==> src/bld_pkg.sv <==
// ----------------------------------------------------------------------------
// bld_pkg
// Shared sizes, request and status codes, and the control state type for the
// bounded list deque with membership search.
// ----------------------------------------------------------------------------
`timescale 1ns / 1ps

package bld_pkg;

    // Storage geometry
    localparam int DEPTH      = 16;
    localparam int DATA_WIDTH = 32;

    // Fixed field widths of the request and result
    localparam int ACTION_W = 3;
    localparam int VALUE_W  = 32;
    localparam int COUNT_W  = 5;
    localparam int STATUS_W = 2;

    // Derived widths
    localparam int IDX_W   = (DEPTH > 1) ? $clog2(DEPTH) : 1;
    localparam int CNT_W   = $clog2(DEPTH + 1);
    localparam int STORE_W = (DATA_WIDTH < VALUE_W) ? DATA_WIDTH : VALUE_W;

    // Request codes; anything above ACT_SIZE behaves as a size query
    localparam logic [ACTION_W-1:0] ACT_ADD_FRONT = 3'd0;
    localparam logic [ACTION_W-1:0] ACT_ADD_BACK  = 3'd1;
    localparam logic [ACTION_W-1:0] ACT_POP_BACK  = 3'd2;
    localparam logic [ACTION_W-1:0] ACT_SEARCH    = 3'd3;
    localparam logic [ACTION_W-1:0] ACT_SIZE      = 3'd4;

    // Result status codes
    localparam logic [STATUS_W-1:0] STAT_DONE  = 2'd0;
    localparam logic [STATUS_W-1:0] STAT_FULL  = 2'd1;
    localparam logic [STATUS_W-1:0] STAT_EMPTY = 2'd2;

    // Control sequencer states
    typedef enum logic [1:0] {
        ST_IDLE,
        ST_SCAN,
        ST_FINISH
    } bld_state_t;

endpackage

==> src/bounded_list_deque_with_search.sv <==
// ----------------------------------------------------------------------------
// bounded_list_deque_with_search
// Sequence: add, remove and size queries, and a search on an empty list, go
// from acceptance to the finish state and load their result into the output
// register once it is free; a search scans through the single memory read
// port, one stored entry per cycle, and ends early on the first match.
// Throughput: one request at a time; the next is taken in the cycle after the
// result is loaded into the output register, even while that result is stalled.
// Reset: asynchronous, active low; the list comes up empty with front slot 0.
// The entry memory is not reset and is read only at slots that hold entries.
// ----------------------------------------------------------------------------
`timescale 1ns / 1ps

module bounded_list_deque_with_search
    import bld_pkg::*;
(
    input  logic                       clk,
    input  logic                       rst_n,

    // Request channel
    input  logic                       req_valid,
    output logic                       req_stall,
    input  logic        [ACTION_W-1:0] action,
    input  logic signed [VALUE_W-1:0]  value,

    // Result channel
    output logic                       rsp_valid,
    input  logic                       rsp_stall,
    output logic                       found,
    output logic        [COUNT_W-1:0]  count,
    output logic                       empty_res,
    output logic        [STATUS_W-1:0] status
);

    // Ring slot of the entry at a given offset from the front
    function automatic logic [IDX_W-1:0] ring_slot(
        input logic [IDX_W-1:0] base,
        input logic [CNT_W-1:0] offset
    );
        logic [CNT_W:0] sum;
        sum = (CNT_W + 1)'(base) + (CNT_W + 1)'(offset);
        if (sum >= (CNT_W + 1)'(DEPTH))
        begin
            sum = sum - (CNT_W + 1)'(DEPTH);
        end
        return sum[IDX_W-1:0];
    endfunction

    // Entry memory
    logic [STORE_W-1:0] entry_mem [DEPTH];

    // Control and list state
    bld_state_t          state_reg, state_next;
    logic [ACTION_W-1:0] act_reg;
    logic [STORE_W-1:0]  word_reg;
    logic [IDX_W-1:0]    front_reg, front_next;
    logic [CNT_W-1:0]    cnt_reg, cnt_next;
    logic [CNT_W-1:0]    scan_idx_reg;
    logic                rd_valid_reg;
    logic                rd_last_reg;
    logic                hit_reg;
    logic [STORE_W-1:0]  rd_data_reg;

    // Output register
    logic                rsp_valid_reg;
    logic                found_reg;
    logic [COUNT_W-1:0]  count_reg;
    logic                empty_reg;
    logic [STATUS_W-1:0] status_reg;

    // Sequencer outputs and datapath controls
    logic                accept;
    logic                out_free;
    logic                rd_en;
    logic [IDX_W-1:0]    rd_addr;
    logic                match;
    logic                finish_en;
    logic                wr_en;
    logic [IDX_W-1:0]    wr_addr;
    logic                found_next;
    logic [STATUS_W-1:0] status_next;
    logic                full;

    assign out_free = !rsp_valid_reg || !rsp_stall;
    assign accept   = req_valid && !req_stall;
    assign match    = rd_valid_reg && (rd_data_reg == word_reg);
    assign full     = (cnt_reg == CNT_W'(DEPTH));

    // Next state
    always_comb
    begin
        state_next = state_reg;
        unique case (state_reg)
            ST_IDLE:
            begin
                if (req_valid)
                begin
                    if ((action == ACT_SEARCH) && (cnt_reg != '0))
                        state_next = ST_SCAN;
                    else
                        state_next = ST_FINISH;
                end
            end
            ST_SCAN:
            begin
                if (match || (rd_valid_reg && rd_last_reg))
                    state_next = ST_FINISH;
            end
            ST_FINISH:
            begin
                if (out_free)
                    state_next = ST_IDLE;
            end
            default:
            begin
                state_next = ST_IDLE;
            end
        endcase
    end

    // Sequencer outputs
    always_comb
    begin
        req_stall = 1'b1;
        rd_en     = 1'b0;
        finish_en = 1'b0;
        unique case (state_reg)
            ST_IDLE:
            begin
                req_stall = 1'b0;
            end
            ST_SCAN:
            begin
                rd_en = (scan_idx_reg < cnt_reg);
            end
            ST_FINISH:
            begin
                finish_en = out_free;
            end
            default:
            begin
                req_stall = 1'b1;
            end
        endcase
    end

    assign rd_addr = ring_slot(front_reg, scan_idx_reg);

    // Apply the request to the list and form the result
    always_comb
    begin
        front_next  = front_reg;
        cnt_next    = cnt_reg;
        wr_en       = 1'b0;
        wr_addr     = ring_slot(front_reg, cnt_reg);
        found_next  = 1'b0;
        status_next = STAT_DONE;
        case (act_reg)
            ACT_ADD_FRONT:
            begin
                if (full)
                begin
                    status_next = STAT_FULL;
                end
                else
                begin
                    front_next = (front_reg == '0) ? IDX_W'(DEPTH - 1)
                                                   : front_reg - 1'b1;
                    wr_en      = finish_en;
                    wr_addr    = front_next;
                    cnt_next   = cnt_reg + 1'b1;
                end
            end
            ACT_ADD_BACK:
            begin
                if (full)
                begin
                    status_next = STAT_FULL;
                end
                else
                begin
                    wr_en    = finish_en;
                    cnt_next = cnt_reg + 1'b1;
                end
            end
            ACT_POP_BACK:
            begin
                if (cnt_reg == '0)
                begin
                    status_next = STAT_EMPTY;
                end
                else
                begin
                    cnt_next = cnt_reg - 1'b1;
                    if (cnt_reg == CNT_W'(1))
                        front_next = '0;
                end
            end
            ACT_SEARCH:
            begin
                found_next = hit_reg;
            end
            default:
            begin
                found_next = 1'b0;
            end
        endcase
    end

    // Control registers
    always_ff @(posedge clk or negedge rst_n)
    begin
        if (!rst_n)
        begin
            state_reg     <= ST_IDLE;
            front_reg     <= '0;
            cnt_reg       <= '0;
            rd_valid_reg  <= 1'b0;
            rsp_valid_reg <= 1'b0;
        end
        else
        begin
            state_reg    <= state_next;
            rd_valid_reg <= rd_en;
            if (finish_en)
            begin
                front_reg     <= front_next;
                cnt_reg       <= cnt_next;
                rsp_valid_reg <= 1'b1;
            end
            else if (!rsp_stall)
            begin
                rsp_valid_reg <= 1'b0;
            end
        end
    end

    // Request latch and scan bookkeeping
    always_ff @(posedge clk)
    begin
        if (accept)
        begin
            act_reg      <= action;
            word_reg     <= value[STORE_W-1:0];
            scan_idx_reg <= '0;
            hit_reg      <= 1'b0;
        end
        else
        begin
            if (rd_en)
                scan_idx_reg <= scan_idx_reg + 1'b1;
            if ((state_reg == ST_SCAN) && match)
                hit_reg <= 1'b1;
        end
        rd_last_reg <= rd_en && (scan_idx_reg == cnt_reg - 1'b1);
    end

    // Result payload
    always_ff @(posedge clk)
    begin
        if (finish_en)
        begin
            found_reg  <= found_next;
            count_reg  <= COUNT_W'(cnt_next);
            empty_reg  <= (cnt_next == '0);
            status_reg <= status_next;
        end
    end

    // Memory write port
    always_ff @(posedge clk)
    begin
        if (wr_en)
            entry_mem[wr_addr] <= word_reg;
    end

    // Memory read port, registered data
    always_ff @(posedge clk)
    begin
        if (rd_en)
            rd_data_reg <= entry_mem[rd_addr];
    end

    assign rsp_valid = rsp_valid_reg;
    assign found     = found_reg;
    assign count     = count_reg;
    assign empty_res = empty_reg;
    assign status    = status_reg;

endmodule
==> config.mk <==
export PLATFORM = sky130hd
export DESIGN_NAME = bounded_list_deque_with_search
export DESIGN_NICKNAME = d
export VERILOG_FILES = /design/src/bld_pkg.sv /design/src/bounded_list_deque_with_search.sv
export SDC_FILE = /design/constraint.sdc
export NUM_CORES = 1
export LEC_CHECK = 0
export ABC_AREA = 1
export BUFFER_PORTS_ARGS = -buffer_cell sky130_fd_sc_hd__buf_2
export CELL_PAD_IN_SITES_DETAIL_PLACEMENT = 1
export CELL_PAD_IN_SITES_GLOBAL_PLACEMENT = 1
export CORE_MARGIN = 8
export CORE_UTILIZATION = 57
export DETAILED_ROUTE_END_ITERATION = 8
export HOLD_SLACK_MARGIN = 0.1
export MAX_ROUTING_LAYER = met4
export PLACE_DENSITY = 0.86
export SLEW_MARGIN = 20
export SYNTH_ARGS = -nofsm -noshare
export SYNTH_HDL_FRONTEND = slang
export SYNTH_SLANG_ARGS = --single-unit
==> constraint.sdc <==
create_clock -name clk -period 5.1 [get_ports clk]
set_input_delay 0.51 -clock clk [delete_from_list [all_inputs] [get_ports clk]]
set_output_delay 0.51 -clock clk [all_outputs]
set_load 0.02 [all_outputs]
Word level (Yosys, flattened, before mapping)
Memory sizes are Yosys's and may differ from the RTL's. A register that Yosys moved wholly into a read port is not among the register bits.
Cells that the tools add are included.
Widths: inputs -> output; s select.
{"block": "word_totals", "in_bits": 39, "elab_cells": 92, "out_inout_bits": 11, "register_bits": 64, "latchBits": 0, "mem_bits_ro": 0, "memories": 1, "ramBits": 512}
{"name": "entry_mem", "depth": 16, "word_bits": 32, "rd": 1, "rd_ports_with_merged_regs": 1, "write_ports": 1, "line_no": "bounded_list_deque_with_search.sv:50", "rtl": "logic [STORE_W-1:0] entry_mem [DEPTH];"}
{"block": "classes", "bitwise_logic": 0, "magnitude_cmp": 3, "n_div": 0, "mux": 29, "multipliers": 0, "reduce_logical": 20, "n_shift": 0, "n_eq_ne": 17, "n_addsub": 8}
{"op": "$eq 32x32->1", "n": 1}
{"op": "$mux 4", "n": 8}
{"op": "$add 4x5->6", "n": 2}
{"op": "$ge 6x5->1 const B", "n": 2}
{"op": "$ne 2x2->1 const B", "n": 6}
{"op": "$sub 4x1->4 const B", "n": 3}
{"op": "$add 5x1->5 const B", "n": 2}
{"op": "$logic_not 5->1", "n": 2}
{"op": "$mux 1", "n": 10}
{"op": "$mux 2", "n": 5}
{"op": "$mux 5", "n": 2}
{"op": "$pmux 5 s2", "n": 1}
{"op": "$eq 3x2->1 const B", "n": 3}
{"op": "$pmux 4 s2", "n": 1}
{"op": "$logic_and 1x1->1", "n": 6}
{"op": "$pmux 2 s3", "n": 1}
{"op": "$eq 5x1->1 const B", "n": 1}
{"op": "$eq 5x5->1", "n": 1}
{"op": "$eq 5x5->1 const B", "n": 1}
{"op": "$lt 5x5->1", "n": 1}
{"op": "$reduce_and 5->1", "n": 1}
{"op": "$reduce_bool 5->1", "n": 1}
{"op": "$sub 5x1->5 const B", "n": 1}
{"op": "$logic_not 4->1", "n": 1}
{"op": "other kinds (12)", "n": 14}

Depth between registers and ports, before layout
Gate-level depths: netlist of the first run.
{"block": "logic_depth", "ltp_word": 7, "mapped_depth": 12, "ltp_nobuf": 12}

Worst setup path before layout of the first run
Ideal clock, no wire load.
{"block": "synth_timing", "kind": "register to register", "start": "register cnt_reg[0]", "end": "memory entry_mem[12][0] (netlist name) (enable)", "path_slack_ns": 1.818, "path_stages_with_launch": 7, "setup_time_ns": 0.421, "path_buffers": 0, "t_arrival_ns": 2.861, "cell_sequence": "dfrtp_1 ha_1 fa_1 xnor2_1 o21ai_1 nand2_1 nor2_1"}
{"block": "synth_between", "elab_chain_len": 5, "elab_cells_between_ends": 11}
{"item": "from (decl)", "line_no": "bounded_list_deque_with_search.sv:57", "rtl": "logic [CNT_W-1:0] cnt_reg, cnt_next;"}
{"item": "from (signal assigned)", "line_no": "bounded_list_deque_with_search.sv:228", "rtl": "cnt_reg <= cnt_next;"}
{"item": "$add 4x5->6 or $eq 5x5->1 (tied branches)", "line_no": "bounded_list_deque_with_search.sv:41, bounded_list_deque_with_search.sv:87"}
{"item": "$ge 6x5->1, or another cell as far along", "line_no": "bounded_list_deque_with_search.sv:42", "rtl": "if (sum >= (CNT_W + 1)'(DEPTH))"}
{"item": "$mux 4 or $mux 1 (tied branches)"}
{"item": "$mux 4 or $mux 1 (tied branches)", "line_no": "bounded_list_deque_with_search.sv:161, bounded_list_deque_with_search.sv:273"}
{"item": "$mux 4 or $mux 1 (tied branches)", "line_no": "bounded_list_deque_with_search.sv:158, bounded_list_deque_with_search.sv:274"}
{"item": "to (decl)", "line_no": "bounded_list_deque_with_search.sv:50"}
Several ways; a longest one is shown, not always the timed one.

Worst setup path after layout of the first run
{"block": "layout_timing", "start": "register cnt_reg[1]", "end": "memory entry_mem[12][14] (netlist name) (enable)"}
The elaborated chain is that of the path after synthesis.

==> summary.md, run 1 <==
| Metric | Value |
|---|---|
| Final Cycle Share | 69.7% |
| Hold Crit Class | primary input to register |
| Main combinational cell family by area after synthesis | compound AO/OA/AOI/OAI gates |
| Post-CTS Setup Bufs | 0 |
| Routed len/inst | approximately 28 microns |
| Relative slew slack | roughly a quarter |
| DP Wirelength | between 30000 and 40000 microns |
| Antenna Violating Nets Remaining | 0 |
| Root Driver | clkbuf_16 |
| Crit path launch | cnt_reg[1] |
| Crit path DAT | 3.85 ns |
| Final Critical Period | 3.55 ns |
| Status | finished clean |
| Synth Area in Compound Gates | 10.7% |
| CP required | 5.39 ns |
| Tot GR Track Use | 28.3% |
| Core ar. | between 40000 and 50000 sq um |
| Critical R2R Capture | entry_mem[12][14] |
| Initial Utilization | 57.8% |
| Worst-case reg-to-reg path depth | 11 |
| Final GP Congestion | 0.904 |
| CTS max path bufs | 3 |
| RSZ-0062 raised after global routing | false |
| Synth Area in Adders | between 1 and 1.5% |
| Skew-Pair Late Insertion Delay | about 0.63 ns |
| DRT Pass-1 Iters | 7 |
| Maximum net fanout on the critical path | 19 |
| Die height | 225 microns |
| Width of the die | 225 microns |
| Critical Path Start Type | register |
| Vias per cell | 6.18 |
| Final Hold Fails | 0 |
| Slew Viols, Final | 0 |
| Htree depth | 2 |
| Clk_skew | 0.0179 ns |
| Top Ports | 50 |
| CP max stage cell | nor2_4 |
| Setup TNS | 0 ns |
| DRT iter0 DRCs | 1766 |
| Die area | around 51000 sq um |
| Clock slew at reported path FFs | 0.06 ns |
| Number of clock sinks | 608 |
| Asr flop ratio synth | 2.14% |
| Total Power | 18.4 mW |
| Mapped Avg Cell Area | approximately 14 sq um |
| Ys Warns | 0 |
| Mux share of post-synthesis cell area | 5.14% |
| First-pass GRT wire length | approximately 100000 microns |
| IO Port Bufs | 49 |
| Vias in the first global route | 17000 |
| Worst VDD drop | 562 uV |
| Syn nets | 1846 |
| Mapped Area | 24900 sq um |
| Synthesized instance count | 1788 |
| Total Wirelength | 69900 microns |
| Cell Pwr Density | 650 nW/um^2 |
| Max Cap Viol | 0 |
| Site row count | 76 |
| R2R Setup Slk | 1.55 ns |
| DRC viols | 0 |
| Post-synth EDFFs | 588 |
| Fmax | 281 MHz |
| Max reg flops | 512 |
| Largest stage delay, worst path | 0.77 ns |
| Commonest non-fill, non-tap cells in the layout | edfxtp_1, inv_1, o21ai_0, a21oi_1, o211ai_1 |
| Initial antenna violation count | 1 |
| CP endpoint kind | register |
| Via count | between 15000 and 20000 |
| CTS buffer count | 60 |
| Cts hold-fix bufs | 36 |
| #FFs+latches synth | 608 |
| Worst-margin pin slew | 1.13 ns |
| Sequential fraction of the synthesis area | 72.6% |
| Area delta synth->final | 13.6% |
| Post-synthesis xor/xnor area fraction | 1.04% |
| Crit-path cells | inv_1 > ha_1 > nand3_2 > nand2_2 > nor2_1 > inv_1 > nand2_1 > nor3_2 > nand2_1 > nor2_4 > buf_4 |
| CTS tree | built |
| Library cells used by synthesis | 41 |
| Most used DFF post-synth | edfxtp_1 |
| Final setup fails | 0 |
| Post-CTS sizing | 0 |
| Critical Path Sink | entry_mem[12][14] |
| Crit Path Class | register to register |
| Simple-gate share of the synthesized area | 4.27% |
| Static leakage | 10.1 nW |
| Largest net degree at the start of global routing | 129 |
| Layout Nets | 1940 |
| Reg-to-Reg Start | cnt_reg[1] |
| Fraction of layout cells with a size suffix above 1 | 10.8% |
| Commonest non-fill, non-tap cell in the layout | edfxtp_1 |
| Total gr overflow | 0 |
-- power by group --
| part | internal [mW] | switching [mW] |
|---|---|---|
| combinational | 2.29 | 5.12 |
| sequential | 6.16 | 0.406 |
| clock | 2.53 | 1.91 |
-- routing by layer --
layer / GRT usage, % / wire length, microns / vias up
met5: - / 0 / -
met2: 47.1 / 35400 / 757
met3: 4.39 / 4950 / 197
met1: 34.6 / 26800 / 7861
li1: - / - / 6757
met4: 11.5 / 2780 / 0
-- metrics by stage --
stage	cell area [sq um]	hold slack, ns	worst slack, ns	utilization (%)	instances
2_1_floorplan	24900	0.214	1.82	-	1788
5_1_grt	28300	0.152	1.41	65.6	2518
4_1_cts	28300	0.113	1.61	65.6	2517
3_5_place_dp	26000	0.442	1.63	60.3	2369
3_3_place_gp	25900	0.448	1.77	59.9	2363
6_report	28300	0.139	1.55	65.6	2518
-- cells by family after synthesis --
group | count (synthesis)
xor gates and xnor gates | 28
and+or+nand+nor | 247
DFF | 608
buffers and inverters | 296
adders and majority gates | 19
AOI/OAI and AO/OA | 462
muxes | 128
-- synth_stat cells, types with 3 or more instances --
cell,instances,area (sq um)
xnor2_1,16,140
nor2_1,46,173
dfrtp_1,13,325
ha_1,17,213
o22ai_1,5,31.3
clkbuf_1,45,169
nand2_1,125,469
buf_2,20,100
o21ai_1,35,175
or2_2,3,18.8
buf_1,4,15.0
dfxtp_1,7,140
nand4_1,8,50.1
inv_1,204,766
o21ai_0,143,716
clkbuf_2,3,15.0
mux2i_1,128,1280
nor3_1,4,20.0
nand3_1,54,270
a21oi_1,140,701
buf_6,11,124
o211ai_1,130,976
xor2_1,10,87.6
edfxtp_1,588,17700
buf_8,6,90.1
-- how the worst min path moves through the flow --
stage,start,slack (ns),to,depth (start not counted)
after detailed placement,rst_n,0.44,cnt_reg[3],1
after floorplan,rst_n,0.21,cnt_reg[0],0
after global routing,rsp_stall,0.15,rsp_valid,3
after CTS,rsp_stall,0.11,rsp_valid,3
after global placement,rst_n,0.45,cnt_reg[2],1
final,rsp_stall,0.14,rsp_valid,3
-- layout make-up --
| cell class | count | area [sq um] |
|---|---|---|
| inverters | 206 | 776 |
| fillers | 4065 | 14800 |
| clock buffers | 72 | 1570 |
| multi-input cells | 884 | 5710 |
| well taps | 585 | 732 |
| clock inverters | 40 | 368 |
| flip-flops and latches | 608 | 18100 |
| repair buffers | 122 | 1050 |
| diodes | 1 | 2.50 |
-- critical path, delay by kind of cell (launching register included) --
family / cells / cell delay (ns)
flip-flops: 1 / 0.46
AND/OR/NAND/NOR: 7 / 1.74
buffers and inverters: 3 / 0.72
adder cells (fa/ha/maj): 1 / 0.26
No activity file was read; power rests on OpenSTA's default activity.
==> run 2, diff against run 1 <==
--- a/config.mk
+++ b/config.mk
@@ -10,11 +10,11 @@
 export CELL_PAD_IN_SITES_DETAIL_PLACEMENT = 1
 export CELL_PAD_IN_SITES_GLOBAL_PLACEMENT = 1
 export CORE_MARGIN = 8
-export CORE_UTILIZATION = 57
+export CORE_UTILIZATION = 53
 export DETAILED_ROUTE_END_ITERATION = 8
 export HOLD_SLACK_MARGIN = 0.1
 export MAX_ROUTING_LAYER = met4
-export PLACE_DENSITY = 0.86
+export PLACE_DENSITY = 0.81
 export SLEW_MARGIN = 20
 export SYNTH_ARGS = -nofsm -noshare
 export SYNTH_HDL_FRONTEND = slang
==> constraint.sdc (replaced) <==
create_clock -name clk -period 3.6 [get_ports clk]
set_input_delay 0.36 -clock clk [delete_from_list [all_inputs] [get_ports clk]]
set_output_delay 0.36 -clock clk [all_outputs]
set_load 0.02 [all_outputs]
==> summary.md, run 2 (same netlist as run 1, synthesis figures left out) <==
| Metric | Value |
|---|---|
| Static leakage | 10.1 nW |
| Multi-input logic area | 5710 sq um |
| Cts hold-fix bufs | 37 |
| Commonest non-fill, non-tap cell in the layout | edfxtp_1 |
| Relative slew slack | approximately a third |
| Max Cap Viol | 0 |
| Final GP Congestion | 0.861 |
| Skew-Pair Late Insertion Delay | 0.62 ns |
| Tot GR Track Use | around 26% |
| Number of clock sinks | 608 |
| Crit-path cells | inv_1 > fa_4 > buf_4 > a21oi_1 > o21ai_0 > o211ai_1 > nand3_1 > o21ai_1 |
| First-pass GRT wire length | 101000 microns |
| Worst-margin pin slew | ~1 ns |
| Final setup fails | 0 |
| Total Wirelength | 67600 microns |
| Die area | 54300 sq um |
| Setup TNS | 0 ns |
| DRT Pass-1 Iters | 5 |
| CP endpoint kind | register |
| Crit path DAT | between 3 and 4 ns |
| Crit path buf inv count | 2 |
| Critical Path Start Type | register |
| Clock slew at reported path FFs | 0.07 ns |
| Post-CTS Setup Bufs | 0 |
| Largest net degree at the start of global routing | 115 |
| Antenna Violating Nets Remaining | 0 |
| Final Hold Fails | 0 |
| CP top delay family | adder cells |
| Core ar. | 46600 sq um |
| CTS buffer count | 59 |
| Filler Cell Count | between 4000 and 5000 |
| Root Driver | clkbuf_16 |
| Register area | 18100 sq um |
| Slew Viols, Final | 0 |
| Top Ports | 50 |
| Initial antenna violation count | 0 |
| Met3 wire len | ~4700 microns |
| Final Critical Period | ~3.1 ns |
| RSZ-0062 raised after global routing | false |
| Final Cycle Share | around 87% |
| Layout Nets | 1951 |
| Uppermost layer routed | met4 |
| Vias per cell | 6.00 |
| Initial Utilization | ~54% |
| Metal2 WL | 34500 microns |
| Routed length on met1 | around 26000 microns |
| Post-CTS sizing | 0 |
| Cell Pwr Density | 900 nW/um^2 |
| Hold Crit Class | primary input to async pin |
| CP required | 3.93 ns |
| Fmax | 319 MHz |
| Commonest non-fill, non-tap cells in the layout | edfxtp_1, inv_1, o21ai_0, a21oi_1, o211ai_1 |
| DP Wirelength | 38500 microns |
| Max reg flops | 512 |
| Die height | approximately 230 microns |
| Status | finished clean |
| Vias in the first global route | roughly 17000 |
| Total gr overflow | 0 |
| Via count | 15300 |
| Maximum net fanout on the critical path | 31 |
| Largest stage delay, worst path | 1.10 ns |
| Width of the die | 233 microns |
| Min Hold Slack | slightly above 0.2 ns |
| Area delta synth->final | 14.0% |
| Routed len/inst | 26.6 microns |
| Site row count | 79 |
| IO Port Bufs | 49 |
| CTS max path bufs | 3 |
| Clk_skew | 0.0189 ns |
| Htree depth | 2 |
| Worst VDD drop | 928 uV |
| Final core occ | 61.1% |
| Fraction of layout cells with a size suffix above 1 | between 10% and 20% |
| DRC viols | 0 |
| CTS tree | built |
| CP max stage cell | fa_4 |
| Crit Path Class | register to register |
| DRT iter0 DRCs | 1665 |
| ANT cells | 0 |
run 2: changes by cell type in the layout (fill, tap and decap cells not counted), sizes merged:
cell / before / now
dlygate4sd3: 36 / 37
diode: 1 / 0
clkinvlp: 3 / 2
clkinv: 28 / 20
bufinv: 7 / 3
buf: 86 / 97
clkbuf: 72 / 78
run 2: area by class of cell:
cell class | instances | area share (%)
clock buffers | 78 | 5.52
clock inverters | 27 | 0.765
inverters | 206 | 2.73
multi-input cells | 884 | 20.1
flip-flops and latches | 608 | 63.7
well taps | 607 | 2.67
repair buffers | 134 | 4.53
run 2: final timing paths:
path	endpoint	from	depth (start not counted)	slack [ns]
setup / recovery	rd_data_reg[31]	front_reg[1]	8	0.46
hold / removal	front_reg[2]	rst_n	2	0.21
setup reg to reg	rd_data_reg[31]	front_reg[1]	8	0.46
hold reg to reg	hit_reg	hit_reg	2	0.51
max in group asynchronous	cnt_reg[4]	rst_n	2	3.11
min in group clk	state_reg[0]	req_valid	3	0.21
run 2: per-stage QoR:
step	instances	worst slack (ns)	cell area, sq um	power (mW)
floorplan	1788	0.318	24900	16.4
global placement	2402	0.718	26300	18.9
detailed placement	2402	0.534	26300	19.5
CTS	2544	0.490	28400	25.6
global route	2544	0.376	28400	26.8
finish	2544	0.463	28400	25.6
run 2: routing by layer:
metal	GRT usage, %	vias up
li1	-	6770
met1	30.5	7734
met2	43.6	607
met3	4.68	159
met4	9.70	0
met5	-	-
run 2: report_power, final:
group	internal (mW)	switching (mW)	leakage [nW]
registers	8.73	0.560	5.53
logic	3.41	7.00	3.70
clock network	3.26	2.64	0.863
==> run 3, diff against run 2 <==
--- a/config.mk
+++ b/config.mk
@@ -5,16 +5,16 @@
 export SDC_FILE = /design/constraint.sdc
 export NUM_CORES = 1
 export LEC_CHECK = 0
-export ABC_AREA = 1
-export BUFFER_PORTS_ARGS = -buffer_cell sky130_fd_sc_hd__buf_2
+export ABC_AREA = 0
 export CELL_PAD_IN_SITES_DETAIL_PLACEMENT = 1
 export CELL_PAD_IN_SITES_GLOBAL_PLACEMENT = 1
 export CORE_MARGIN = 8
-export CORE_UTILIZATION = 53
+export CORE_UTILIZATION = 56
 export DETAILED_ROUTE_END_ITERATION = 8
+export DONT_BUFFER_PORTS = 1
 export HOLD_SLACK_MARGIN = 0.1
 export MAX_ROUTING_LAYER = met4
-export PLACE_DENSITY = 0.81
+export PLACE_DENSITY = 0.8
 export SLEW_MARGIN = 20
 export SYNTH_ARGS = -nofsm -noshare
 export SYNTH_HDL_FRONTEND = slang
==> summary.md, run 3 <==
| Metric | Value |
|---|---|
| Status | finished clean |
| Largest stage delay, worst path | 0.74 ns |
| Syn nets | around 1300 |
| Total Wirelength | 56700 microns |
| Mapped Avg Cell Area | approximately 20 sq um |
| Max Cap Viol | 0 |
| Final Critical Period | approximately 3.4 ns |
| Yosys top cell area share | 74.1% |
| Most common cell in the synthesized netlist | edfxtp_1 |
| Clk_skew | a little over 0.02 ns |
| Mapped Area | 23800 sq um |
| Largest cells by area after synthesis | edfxtp_1, mux4_2, xnor2_1 |
| Setup TNS | 0 ns |
| Crit path DAT | 3.74 ns |
| Most used DFF post-synth | edfxtp_1 |
| Commonest non-fill, non-tap cell in the layout | edfxtp_1 |
| Simple-gate share of the synthesized area | 4.12% |
| Largest net degree at the start of global routing | 65 |
| Final GP Congestion | 0.827 |
| Core ar. | 41900 sq um |
| Ys Warns | 0 |
| CTS buffer count | 59 |
| Top Ports | 50 |
| Tot GR Track Use | 23.8% |
| DP Wirelength | around 33000 microns |
| Crit-path cells | inv_1 > ha_1 > or4bb_1 > nand3b_1 > nor2_1 > a32oi_1 > nor2_4 > buf_12 |
| Die height | ~220 microns |
| Site row count | 75 |
| Cell Pwr Density | approximately 850 nW/um^2 |
| CP max stage cell | a32oi_1 |
| Total gr overflow | 0 |
| Final Cycle Share | a little over nine tenths |
| IO Port Bufs | 0 |
| Asr flop ratio synth | 2.14% |
| CP required | 3.95 ns |
| First-pass GRT wire length | between 80000 and 90000 microns |
| Post-CTS Setup Bufs | 0 |
| CTS max path bufs | 3 |
| Antenna Violating Nets Remaining | 0 |
| Clock slew at reported path FFs | approximately 0.060 ns |
| Fraction of layout cells with a size suffix above 1 | 21.6% |
| CP endpoint kind | register |
| Area delta synth->final | 14.7% |
| ANT cells | 0 |
| Synth Area in Adders | 1.06% |
| Hold Crit Class | primary input to register |
| Final core occ | between 60% and 70% |
| Routed len/inst | 30.3 microns |
| Relative slew slack | 30.6% |
| #FFs+latches synth | 608 |
| Root Driver | clkbuf_16 |
| Post-CTS sizing | 0 |
| RSZ-0062 raised after global routing | false |
| DRT Pass-1 Iters | 5 |
| Crit Path Class | register to register |
| Post-synth EDFFs | about 590 |
| Layout Nets | 1349 |
| Worst-margin pin slew | 1.04 ns |
| Critical Path Start Type | register |
| Synthesized instance count | between 1000 and 1500 |
| Post-synth top area cell | edfxtp_1 |
| Synth Area in Compound Gates | between 3 and 4% |
| Mux share of post-synthesis cell area | 12.4% |
| Vias per cell | approximately 6.4 |
| Width of the die | 222 microns |
| Main combinational cell family by area after synthesis | multiplexers |
| Static leakage | 8.76 nW |
| Worst VDD drop | 484 uV |
| Via count | between 10000 and 15000 |
| Initial antenna violation count | 0 |
| Number of clock sinks | between 600 and 700 |
| Synth top cells by count | edfxtp_1, mux4_2, nand2_1, xnor2_1 |
| Slew Viols, Final | 0 |
| Maximum net fanout on the critical path | 24 |
| Final Hold Fails | 0 |
| Final setup fails | 0 |
| Commonest non-fill, non-tap cells in the layout | edfxtp_1, mux4_2, nand2_1, clkbuf_16, xnor2_1 |
| Fmax | a little under 300 MHz |
| DRC viols | 0 |
| Post-synthesis xor/xnor area fraction | roughly 1.9% |
| DRT iter0 DRCs | 1122 |
| Vias in the first global route | 13100 |
| Die area | 49400 sq um |
| Max reg flops | 512 |
| Cts hold-fix bufs | 37 |
| Library cells used by synthesis | 58 |
| Skew-Pair Late Insertion Delay | ~0.63 ns |
| Htree depth | 2 |
| Sequential fraction of the synthesis area | 76.0% |
| CTS tree | built |
| Initial Utilization | a little under three fifths |
[run 3: changes by cell type after synthesis, moves of 42 or more]
cell,delta
inv_1,-189
mux2i_1,-122
mux4_2,+128
o211ai_1,-129
o21ai_0,-136
a21oi_1,-131
nand3_1,-42
[run 3: routing by layer]
metal	GRT usage [%]	vias up	wire, microns
met5	-	-	0
met4	8.87	0	1830
met3	3.75	132	3210
met2	39.1	440	28700
met1	29.9	6383	22900
li1	-	5055	-
[run 3: worst paths after layout]
check                      startpoint  cells past startpoint  slack (ns)          endpoint
setup / recovery           cnt_reg[1]                      8        0.22  entry_mem[5][17]
hold / removal              req_valid                      2        0.16      state_reg[0]
setup reg to reg           cnt_reg[1]                      8        0.22  entry_mem[5][17]
hold reg to reg               hit_reg                      2        0.46           hit_reg
max in group asynchronous       rst_n                      1        2.89         rsp_valid
min in group asynchronous       rst_n                      1        0.24        cnt_reg[3]
[run 3: power by group]
part	switching, mW	internal (mW)
Combinational	4.18	3.67
Sequential	0.568	8.66
Clock	2.61	3.51
Total	7.36	15.8
[run 3: cell type report]
class	instances	area [sq um]
Clock buffer	74	1530
Clock inverter	31	358
Fill cell	3354	14600
Inverter	15	57.6
Multi-Input combinational cell	517	5600
Sequential cell	608	18100
Tap cell	539	674
Timing Repair Buffer	90	993
[run 3: critical path, delay by kind of cell (launching register included)]
kind                       cells  cell delay (ns)
buffers and inverters          2             0.46
and+or+nand+nor                4             1.14
adders and majority gates      1             0.27
DFF                            1             0.48
AOI/OAI and AO/OA              1             0.74
[run 3: kinds of logic after synthesis]
group           after synthesis
flops                       608
simple gates                200
mux                         136
compound gates              111
buf+inv                      69
xor+xnor                     51
fa+ha+maj                    19
[run 3: per-stage QoR]
| stage | std cells | power (mW) | instance area (sq um) | hold WS, ns | worst slack, ns |
|---|---|---|---|---|---|
| 6_report | 1874 | 23.2 | 27300 | 0.164 | 0.216 |
| 5_1_grt | 1874 | 24.1 | 27300 | 0.172 | 0.0369 |
| 3_3_place_gp | 1732 | 16.9 | 25100 | 0.0649 | 0.419 |
| 2_1_floorplan | 1194 | 14.7 | 23800 | 0.0644 | 0.117 |
| 3_5_place_dp | 1732 | 17.2 | 25100 | 0.0652 | 0.279 |
| 4_1_cts | 1874 | 23.4 | 27300 | 0.146 | 0.222 |
